**src/hw/rtl/lifo_stack_with_search_defines.svh**
```systemverilog
// assertion macros shared by the stack logic
`ifndef LIFO_STACK_WITH_SEARCH_DEFINES_SVH
`define LIFO_STACK_WITH_SEARCH_DEFINES_SVH

// same-cycle implication, checked out of reset
`define LSS_ASSERT_NOW(label, clk, rst, pre, post) \
   label: assert property (@(posedge clk) disable iff (rst) (pre) |-> (post)) \
      else $error("lifo stack check failed");

// next-cycle implication, checked out of reset
`define LSS_ASSERT_NEXT(label, clk, rst, pre, post) \
   label: assert property (@(posedge clk) disable iff (rst) (pre) |=> (post)) \
      else $error("lifo stack check failed");

`endif

```
**src/hw/rtl/lss_pkg.sv**
```systemverilog
// types, sizes and codes of the lifo stack with search
`timescale 1ns / 1ps

package lss_pkg;

   localparam int DEPTH  = 64;
   localparam int AW     = $clog2(DEPTH);
   localparam int CW     = $clog2(DEPTH + 1);
   localparam int WORD_W = 32;
   localparam int POS_W  = 7;

   localparam logic [1:0] OP_PUSH   = 2'd0;
   localparam logic [1:0] OP_POP    = 2'd1;
   localparam logic [1:0] OP_DUMP   = 2'd2;
   localparam logic [1:0] OP_SEARCH = 2'd3;

   localparam logic [1:0] ST_OK       = 2'd0;
   localparam logic [1:0] ST_EMPTY    = 2'd1;
   localparam logic [1:0] ST_NOTFOUND = 2'd2;
   localparam logic [1:0] ST_FULL     = 2'd3;

   typedef struct packed {
      logic [1:0]               op;
      logic signed [WORD_W-1:0] value;
   } req_type;

   typedef struct packed {
      logic [1:0]               status;
      logic signed [WORD_W-1:0] word;
      logic [POS_W-1:0]         position;
      logic                     last;
   } rsp_type;

endpackage

```
**src/hw/rtl/lss_ram.sv**
```systemverilog
// generic single-port-write, registered-read ram
`timescale 1ns / 1ps

module lss_ram #(
   parameter int WIDTH = 32,
   parameter int DEPTH = 64
) (
   input  logic                     clock,
   input  logic                     we,
   input  logic [$clog2(DEPTH)-1:0] waddr,
   input  logic [WIDTH-1:0]         wdata,
   input  logic [$clog2(DEPTH)-1:0] raddr,
   output logic [WIDTH-1:0]         rdata
);

   logic [WIDTH-1:0] mem [DEPTH];

   always_ff @(posedge clock) begin
      if (we) begin
         mem[waddr] <= wdata;
      end
      rdata <= mem[raddr];
   end

endmodule

```
**src/hw/rtl/lifo_stack_with_search.sv**
```systemverilog
// Last-in-first-out stack of signed 32-bit words with pop, dump and search.
// One request is taken at a time; the next is accepted once the last word of
// the current one sits in the output register. Push is accepted, then its
// result leaves from the emit state. Pop addresses the top entry at the
// accepting edge, and the entry comes out of the stack ram in the following
// cycle. Dump walks the ram from top to bottom, one entry per cycle while the
// output is not stalled. Search compares one entry per cycle from the top
// and stops at the first match.
`timescale 1ns / 1ps
`include "lifo_stack_with_search_defines.svh"

module lifo_stack_with_search (
   input  logic            clock,
   input  logic            reset,
   input  logic            req_valid,
   output logic            req_stall,
   input  lss_pkg::req_type req_data,
   output logic            rsp_valid,
   input  logic            rsp_stall,
   output lss_pkg::rsp_type rsp_data
);

   typedef enum logic [2:0] {
      S_IDLE = 3'b001,
      S_SCAN = 3'b010,
      S_EMIT = 3'b100
   } state_type;

   state_type                      state_ff, state_in;
   logic [lss_pkg::CW-1:0]         count_ff, count_in;
   logic [lss_pkg::AW-1:0]         ptr_ff, ptr_in;
   logic [lss_pkg::CW-1:0]         pos_ff, pos_in;
   logic [1:0]                     op_ff, op_in;
   logic signed [lss_pkg::WORD_W-1:0] target_ff, target_in;
   lss_pkg::rsp_type               pend_ff, pend_in;
   lss_pkg::rsp_type               rsp_ff, rsp_in;
   logic                           rsp_valid_ff, rsp_valid_in;

   logic                           req_fire;
   logic                           rsp_free;
   logic                           mem_we;
   logic [lss_pkg::WORD_W-1:0]     mem_rdata;
   logic signed [lss_pkg::WORD_W-1:0] top_word;

   assign req_stall = (state_ff != S_IDLE);
   assign req_fire  = req_valid && !req_stall;
   assign rsp_free  = !rsp_valid_ff || !rsp_stall;
   assign rsp_valid = rsp_valid_ff;
   assign rsp_data  = rsp_ff;
   assign top_word  = mem_rdata;

   // read address follows the next pointer so the data lines up with ptr_ff
   lss_ram #(
      .WIDTH(lss_pkg::WORD_W),
      .DEPTH(lss_pkg::DEPTH)
   ) u_ram (
      .clock(clock),
      .we(mem_we),
      .waddr(count_ff[lss_pkg::AW-1:0]),
      .wdata(req_data.value),
      .raddr(ptr_in),
      .rdata(mem_rdata)
   );

   always_comb begin
      state_in     = state_ff;
      count_in     = count_ff;
      ptr_in       = ptr_ff;
      pos_in       = pos_ff;
      op_in        = op_ff;
      target_in    = target_ff;
      pend_in      = pend_ff;
      rsp_in       = rsp_ff;
      rsp_valid_in = rsp_valid_ff && rsp_stall;
      mem_we       = 1'b0;

      case (state_ff)
         S_IDLE: begin
            if (req_fire) begin
               op_in              = req_data.op;
               target_in          = req_data.value;
               pos_in             = lss_pkg::CW'(1);
               ptr_in             = lss_pkg::AW'(count_ff - 1'b1);
               pend_in.status     = lss_pkg::ST_OK;
               pend_in.word       = '0;
               pend_in.position   = '0;
               pend_in.last       = 1'b1;
               if (req_data.op == lss_pkg::OP_PUSH) begin
                  state_in = S_EMIT;
                  if (count_ff == lss_pkg::CW'(lss_pkg::DEPTH)) begin
                     pend_in.status = lss_pkg::ST_FULL;
                  end else begin
                     mem_we   = 1'b1;
                     count_in = count_ff + 1'b1;
                  end
               end else if (count_ff == '0) begin
                  pend_in.status = lss_pkg::ST_EMPTY;
                  state_in       = S_EMIT;
               end else begin
                  state_in = S_SCAN;
                  if (req_data.op == lss_pkg::OP_POP) begin
                     count_in = count_ff - 1'b1;
                  end
               end
            end
         end
         S_SCAN: begin
            case (op_ff)
               lss_pkg::OP_POP: begin
                  if (rsp_free) begin
                     rsp_in.status   = lss_pkg::ST_OK;
                     rsp_in.word     = top_word;
                     rsp_in.position = '0;
                     rsp_in.last     = 1'b1;
                     rsp_valid_in    = 1'b1;
                     state_in        = S_IDLE;
                  end
               end
               lss_pkg::OP_DUMP: begin
                  if (rsp_free) begin
                     rsp_in.status   = lss_pkg::ST_OK;
                     rsp_in.word     = top_word;
                     rsp_in.position = '0;
                     rsp_in.last     = (ptr_ff == '0);
                     rsp_valid_in    = 1'b1;
                     if (ptr_ff == '0) begin
                        state_in = S_IDLE;
                     end else begin
                        ptr_in = ptr_ff - 1'b1;
                     end
                  end
               end
               lss_pkg::OP_SEARCH: begin
                  // first match from the top wins
                  if (top_word == target_ff) begin
                     pend_in.position = lss_pkg::POS_W'(pos_ff);
                     state_in         = S_EMIT;
                  end else if (ptr_ff == '0) begin
                     pend_in.status = lss_pkg::ST_NOTFOUND;
                     state_in       = S_EMIT;
                  end else begin
                     ptr_in = ptr_ff - 1'b1;
                     pos_in = pos_ff + 1'b1;
                  end
               end
               default: begin
                  state_in = S_IDLE;
               end
            endcase
         end
         S_EMIT: begin
            if (rsp_free) begin
               rsp_in       = pend_ff;
               rsp_valid_in = 1'b1;
               state_in     = S_IDLE;
            end
         end
         default: begin
            state_in = S_IDLE;
         end
      endcase
   end

   always_ff @(posedge clock) begin
      if (reset) begin
         state_ff     <= S_IDLE;
         count_ff     <= '0;
         rsp_valid_ff <= 1'b0;
      end else begin
         state_ff     <= state_in;
         count_ff     <= count_in;
         rsp_valid_ff <= rsp_valid_in;
      end
      ptr_ff    <= ptr_in;
      pos_ff    <= pos_in;
      op_ff     <= op_in;
      target_ff <= target_in;
      pend_ff   <= pend_in;
      rsp_ff    <= rsp_in;
   end

   `LSS_ASSERT_NOW(a_count_bound, clock, reset, 1'b1, count_ff <= lss_pkg::CW'(lss_pkg::DEPTH))
   `LSS_ASSERT_NEXT(a_push_grows, clock, reset,
      req_fire && req_data.op == lss_pkg::OP_PUSH
         && count_ff != lss_pkg::CW'(lss_pkg::DEPTH),
      count_ff == $past(count_ff) + 1'b1)
   `LSS_ASSERT_NOW(a_scan_in_range, clock, reset, state_ff == S_SCAN,
      lss_pkg::CW'(ptr_ff) <= count_ff)

endmodule
```
**config.mk**
```make
export PLATFORM = sky130hd
export DESIGN_NAME = lifo_stack_with_search
export DESIGN_NICKNAME = d
export VERILOG_FILES = /design/src/hw/rtl/lss_pkg.sv /design/src/hw/rtl/lss_ram.sv /design/src/hw/rtl/lifo_stack_with_search.sv
export VERILOG_INCLUDE_DIRS = /design/src /design/src/hw/rtl
export SDC_FILE = /design/constraint.sdc
export NUM_CORES = 2
export LEC_CHECK = 0
export BUFFER_PORTS_ARGS = -buffer_cell sky130_fd_sc_hd__buf_2
export CELL_PAD_IN_SITES_DETAIL_PLACEMENT = 1
export CELL_PAD_IN_SITES_GLOBAL_PLACEMENT = 1
export CORE_MARGIN = 1.5
export CORE_UTILIZATION = 34
export DETAILED_ROUTE_END_ITERATION = 8
export PLACE_DENSITY_LB_ADDON = 0.25
export RECOVER_POWER = 100
export SYNTH_ARGS = -nofsm -noshare
export SYNTH_HDL_FRONTEND = slang
export SYNTH_SLANG_ARGS = --single-unit
```
**constraint.sdc**
```tcl
create_clock -name clock -period 4.8 [get_ports clock]
set_clock_uncertainty 0.2 [all_clocks]
set_input_delay 0.96 -clock clock [delete_from_list [all_inputs] [get_ports clock]]
set_output_delay 0.96 -clock clock [all_outputs]
set_load 0.005 [all_outputs]
```
## Yosys cells after proc, flatten, opt, wreduce, memory -nomap -nowiden

Memories as Yosys holds them, arrays and structs flattened. A register that Yosys moved wholly into a read port is not among the register bits.
Index checks and enable logic that the tools add are counted.

| storage, ports and cells | value |
|---|---|
| RAM bits | 2048 |
| memories kept | 1 |
| word-level logic and storage cells | 112 |
| register bits | 109 |
| output and inout bits | 44 |
| input port bits | 38 |

Memories:

| name | words | bits a word | rd ports | clocked after memory_dff | write ports | line | source |
|---|---|---|---|---|---|---|---|
| u_ram.mem | 64 | 32 | 1 | 1 | 1 | lss_ram.sv:16 | `logic [WIDTH-1:0] mem [DEPTH];` |

| operators by class | value |
|---|---|
| eq/ne operators | 24 |
| reduce and logical (&&, ||, !) cells | 20 |
| mux-type cells | 50 |
| add/subtract/negate cells | 4 |

Operators by type and width:

| cell | number |
|---|---|
| 2-to-1 mux 42 bit | 4 |
| one-hot mux 42 bit (2 select lines) | 2 |
| 2-to-1 mux 7 bit | 10 |
| == test 32 bit | 1 |
| one-hot mux 7 bit (2 select lines) | 2 |
| 2-to-1 mux 3 bit | 8 |
| 2-to-1 mux 6 bit | 4 |
| one-hot mux 6 bit (2 select lines) | 2 |
| AND reduction 5 bit | 4 |
| one-hot mux 3 bit (3 select lines) | 2 |
| != test 2 bit (second input constant) | 8 |
| adder 7 x 1 -> 7 bit (second input constant) | 2 |
| 2-to-1 mux 2 bit | 5 |
| 2-to-1 mux 1 bit | 9 |
| != test 3 bit (second input constant) | 3 |
| AND reduction 4 bit | 2 |
| == test 7 bit (second input constant) | 1 |
| logical NOT 7 bit | 1 |
| subtractor 7 x 1 -> 7 bit (second input constant) | 1 |
| logical NOT 6 bit | 1 |
| != test 3 x 1 -> 1 bit (second input constant) | 2 |
| nonzero test 2 bit | 3 |
| subtractor 6 x 1 -> 6 bit (second input constant) | 1 |
| == test 2 x 1 -> 1 bit (second input constant) | 2 |
| other kinds (14) | 18 |

## Logic depth before layout (Yosys ltp)

| depth | value |
|---|---|
| word-level depth | 7 |
| gate-level depth with buffers | 19 |
| depth with buffers taken out | 13 |

## Cells and area by module

A second synthesis with hierarchy kept.

| unflattened totals | value |
|---|---|
| cells, all modules | 3750 |
| area, all modules | 83687.8 sq um |

By module, submodules not included:

| module | cells an instance | instances | area an instance (sq um) | sequential area each (sq um) |
|---|---|---|---|---|
| lss_ram | 3324 | 1 | 78515.3 | 62139.6 |
| lifo_stack_with_search | 426 | 1 | 5172.5 | 3103.0 |

## Worst setup path after synthesis

No wires, ideal clock.

| path | value |
|---|---|
| path type | reg-to-reg |
| from | register state_ff[2] |
| to | register rsp_ff, in the netlist rsp_data[0], enable pin |
| buffers on the path | 2 |
| setup slack | -289 ps |
| cell stages (with the launch flop) | 6 |
| required time | 4094 ps |
| clock period less this slack | 5089 ps |
| arrival | 4384 ps |
| library setup time | 506 ps |
| path through | dfxtp_1 -> buf_2 -> nor3b_1 -> clkbuf_1 -> o21ai_0 -> a21boi_0 |

| on the way | value |
|---|---|
| word-level cells in the longest chain between the ends | 3 |
| elaborated cells on any way between the ends | 8 |
| classes of those cells | 6 x eq/ne; 2 x reduce/logical |

RTL lines:

| item | line | source |
|---|---|---|
| from (decl) | lifo_stack_with_search.sv:29 | `state_type state_ff, state_in;` |
| from (signal assigned) | lifo_stack_with_search.sv:170 | `state_ff <= state_in;` |
| == test 3 x 2 -> 1 bit / == test 3 bit (equally long branches) | lifo_stack_with_search.sv:77 | `case (state_ff)` |
| != test 3 x 1 -> 1 bit (no source line) (tied with other cells) | -- |  |
| AND reduction 5 bit (no source line) (*) | -- |  |
| to (signal assigned) | lifo_stack_with_search.sv:179 | `rsp_ff <= rsp_in;` |
| to (decl) | lifo_stack_with_search.sv:36 | `lss_pkg::rsp_type rsp_ff, rsp_in;` |

Mark *: on every way between the ends. The rest lies on a longest branch, timed or not.
A chain may end at the register's enable or synchronous reset.

## Worst setup path after layout

| path | value |
|---|---|
| from | register state_ff[1] |
| to | register u_ram.rdata[3], read port of u_ram.mem |

| on the way | value |
|---|---|
| word-level cells in the longest chain between the ends | 5 |
| elaborated cells on any way between the ends | 7 |
| classes of those cells | 3 x eq/ne; 2 x mux; 2 x reduce/logical |

RTL lines:

| item | line | source |
|---|---|---|
| != test 3 x 1 -> 1 bit | lifo_stack_with_search.sv:45 | `assign req_stall = (state_ff != S_IDLE);` |
| logical NOT 1 bit | lifo_stack_with_search.sv:46 | `assign req_fire = req_valid && !req_stall;` |
| logical AND 1 bit | lifo_stack_with_search.sv:46 |  |
| 2-to-1 mux 6 bit | lifo_stack_with_search.sv:79 | `if (req_fire) begin` |
| one-hot mux 6 bit (2 select lines) (*) | lifo_stack_with_search.sv:77 |  |
| to (decl) | lss_ram.sv:13 | `output logic [WIDTH-1:0] rdata` |

Marks and branches as above.

==> results.py <==
metrics = {
    "route": {
        "initialDrtViolationCount": 5071,
        "vias": 53700,
        "routedWlPerCell_um": 29.4,
        "detail_route.drc_violations": 2,
        "drtPass1Iterations": 7,
        "vias_per_cell": 5.45,
        "wl_mm": 289,
        "antenna_left": 0,
    },
    "sta": {
        "tightest_slew_ns": 3.99,
        "setup_total_negative_slack_ns": 0,
        "slew_headroom": -1.66,
        "finalCritPeriodShare": 0.992,
        "rsz0062_at_grt": "no",
        "setup_viol": 0,
        "maxSlewViolCount": 2326,
        "final_hold_viol_count": 0,
        "fmax_ghz": 0.210,
        "worst_hold_slack_ns": 0.173,
        "layout_min_cycle_time_ns": 4.76,
    },
    "yosys": {
        "synth_xor_xnor_area_share": 0.00498,
        "synthCells": 5719,
        "synth_cell_types": 71,
        "syn_nets": 5765,
        "synthAdderAreaFrac": 0.00116,
        "yosys_warnings": 0,
        "synth_edf_count": 2140,
        "synth_seq_area_share": 0.758,
        "synth_seq_cells": 2189,
        "synth_top_family_by_area": "compound AO/OA/AOI/OAI gates",
        "synthMuxAreaShare": 0.0522,
        "synth_top_flop_cell": "edfxtp_1",
        "synth_area_um2": 86100,
        "syn_area_per_cell_um2": 15.1,
        "synth_compound_area_frac": 0.0864,
        "ys_async_sr_fraction": 0,
        "synth-simple-area-share": 0.0756,
    },
    "clocking": {
        "clock-root-buffer": "clkbuf_16",
        "cts_max_level": 4,
        "path_clk_slew_ns": 0.07,
        "cts_tree": "built",
        "clk_latency_ns": 0.93,
        "clock_sinks": 2189,
        "cts_buffer_depth": 3,
        "numCtsBuffers": 227,
    },
    "finish": {
        "stdcell_count": 9840,
        "layout.nets": 6328,
        "n_fill_cell": 25300,
        "drive_gt1_frac": 0.155,
        "area_delta_synth_final_pct": 18.7,
    },
    "die": {
        "io_pins": 82,
        "start_util": 0.342,
        "fp.coreArea_um2": 252000,
        "die_h_um": 506,
        "num_rows": 184,
        "die_w_um": 506,
        "dieArea_um2": 256000,
    },
    "power": {
        "power.internal_w": 0.0454,
        "clkPwrFrac": 0.223,
        "p_leak_nw": 34.6,
        "switchingPower_w": 0.0314,
        "combPwrFrac": 0.488,
        "pwr-share-seq": 0.289,
        "p_sw_frac": 0.409,
        "ir_drop_v": 0.000523,
        "pwr_density_cell_nw_per_um2": 752,
    },
    "global_route": {
        "grt_pass1_vias": 54800,
        "grt_max_degree": 67,
        "antenna_found_initial": 28,
        "gr-total-overflow": 0,
        "grt_first_pass_wirelength_mm": 411,
        "grt_util_all_layers": 0.222,
    },
    "critical_path": {
        "crit_required_ns": 5.44,
        "setup.worst_path.start_class": "flop",
        "end_kind": "flop",
        "crit_fanout": 22,
        "critical_path_arrival_ns": 5.40,
        "crit_type": "flop to flop",
    },
    "placed_design": {
        "place_congestion": 0.883,
        "post-dp-hpwl_mm": 179,
        "port_buffers": 81,
        "dp.cells": 9396,
    },
    "run_status": {
        "status": "complete, but fails checks",
        "violations": "DRC, capacitance limit, slew limit",
    },
    "flow_run": {
        "drv_cap": 66,
    },
    "hold_path": {
        "hold_class": "input pin to flop",
    },
}
==> state kept, by name, summed over array words and instances (netlist names) <==
name and count:
op_ff 2, pos_ff 7, target_ff 32, count_ff 7, ptr_ff 6, pend_ff 9, u_ram.rdata 32, rsp_data 42
rsp_valid 1, u_ram.mem 2048, state_ff 3
==> kinds of logic (layout without fill, tap and decap cells) <==
logic type	Yosys count	count (layout)
DFF	2189	2189
adders and majority gates	8	8
muxes	449	449
buffers and inverters	406	1170
AOI/OAI and AO/OA	1121	1121
and+or+nand+nor	1497	1497
xor gates and xnor gates	49	49
other	0	9
==> per-stage QoR <==
stage                util  total power (W)  setup slack, ns  instance area (um^2)
floorplan               -           0.0398            0.164                 86100
global placement    0.382           0.0594           -0.598                 96100
detailed placement  0.382           0.0599           -0.578                 96100
CTS                 0.411           0.0773           0.0118                103000
global route        0.406           0.0798          0.00359                102000
finish              0.406           0.0769           0.0406                102000
==> what timing repair did <==
item,in CTS,in global routing
hold buffers,0,0
setup buffers,0,4
gates resized for setup,15,16
pin swaps,0,1
endpoints found under the setup margin,13,22
gates cloned,0,1
==> critical path, stage by stage, from the launching register on <==
cell       delay [ns]
dfxtp_1          0.55
nand4bb_1        0.22
clkbuf_1         0.45
a21oi_1          0.16
o31a_1           0.32
and4_4           0.20
a211oi_4         0.25
buf_12           0.29
buf_4            0.34
nand3_1          0.20
buf_4            0.25
o21ai_0          1.03
a211o_1          0.18
==> routing by layer <==
metal  global-route usage  share of wire  vias to the layer above
li1                     -              -                    23200
met1                0.313           0.44                    28400
met2                0.357           0.47                     1708
met3               0.0323          0.062                      383
met4               0.0654          0.030                       10
met5                    0        0.00018                        -
==> final timing paths <==
path | start | to | slack (ns) | cells after the start
max | state_ff[1] | u_ram.rdata[3] | 0.04 | 12
min | reset | count_ff[4] | 0.17 | 2
max reg2reg | state_ff[1] | u_ram.rdata[3] | 0.04 | 12
min reg2reg | pend_ff[7] | rsp_data[7] | 0.36 | 1
==> area by class of cell <==
type	count	area [um^2]	share of cell area
Sequential cell	2189	65200	0.638
Multi-Input combinational cell	3124	19500	0.191
Clock buffer	315	6160	0.0602
Timing Repair Buffer	723	5960	0.0583
Tap cell	3348	4190	0.0410
Clock inverter	115	1060	0.0104
Inverter	17	73.8	0.000722
Antenna cell	9	22.5	0.000220
==> power by group through the flow <==
stage | registers (W) | clock network [W] | logic, W
3_3_place_gp | 0.0226 | 0 | 0.0369
3_5_place_dp | 0.0226 | 0 | 0.0373
2_1_floorplan | 0.0222 | 0 | 0.0176
4_1_cts | 0.0222 | 0.0174 | 0.0377
6_report | 0.0222 | 0.0171 | 0.0375
5_1_grt | 0.0222 | 0.0181 | 0.0395
==> cells in the mapped netlist (43+ instances only) <==
master    instances  area share
buf_2           180       0.010
nand2_1         937       0.041
and2_1           43      0.0031
dfxtp_1          49       0.011
mux2i_1         449       0.052
o21ai_0          73      0.0042
clkbuf_1        141      0.0061
nor2_1          186      0.0081
a32oi_1         127       0.013
a221oi_1        195       0.020
o22ai_1          67      0.0049
edfxtp_1       2140        0.75
nor4_1           43      0.0031
nand3_1          88      0.0051
a21oi_1         492       0.029
==> layout by cell type (no fill, tap or decap), types with 39 or more instances in the layout <==
cell type,Yosys,layout
nor2_4,0,50
a21oi_1,492,492
nor2b_1,40,39
edfxtp_1,2140,2140
clkbuf_16,0,228
clkbuf_1,141,196
a221oi_1,195,195
a32oi_1,127,125
buf_12,0,91
mux2i_1,449,445
nand3_1,88,88
and2_0,31,65
clkbuf_2,0,54
xor2_1,40,40
nor2_1,186,136
clkinv_1,0,56
o22ai_1,67,67
dfxtp_1,49,48
nand2_1,937,934
buf_4,23,413
o21ai_0,73,60
Note: power is estimated with default switching activity, not from simulation.
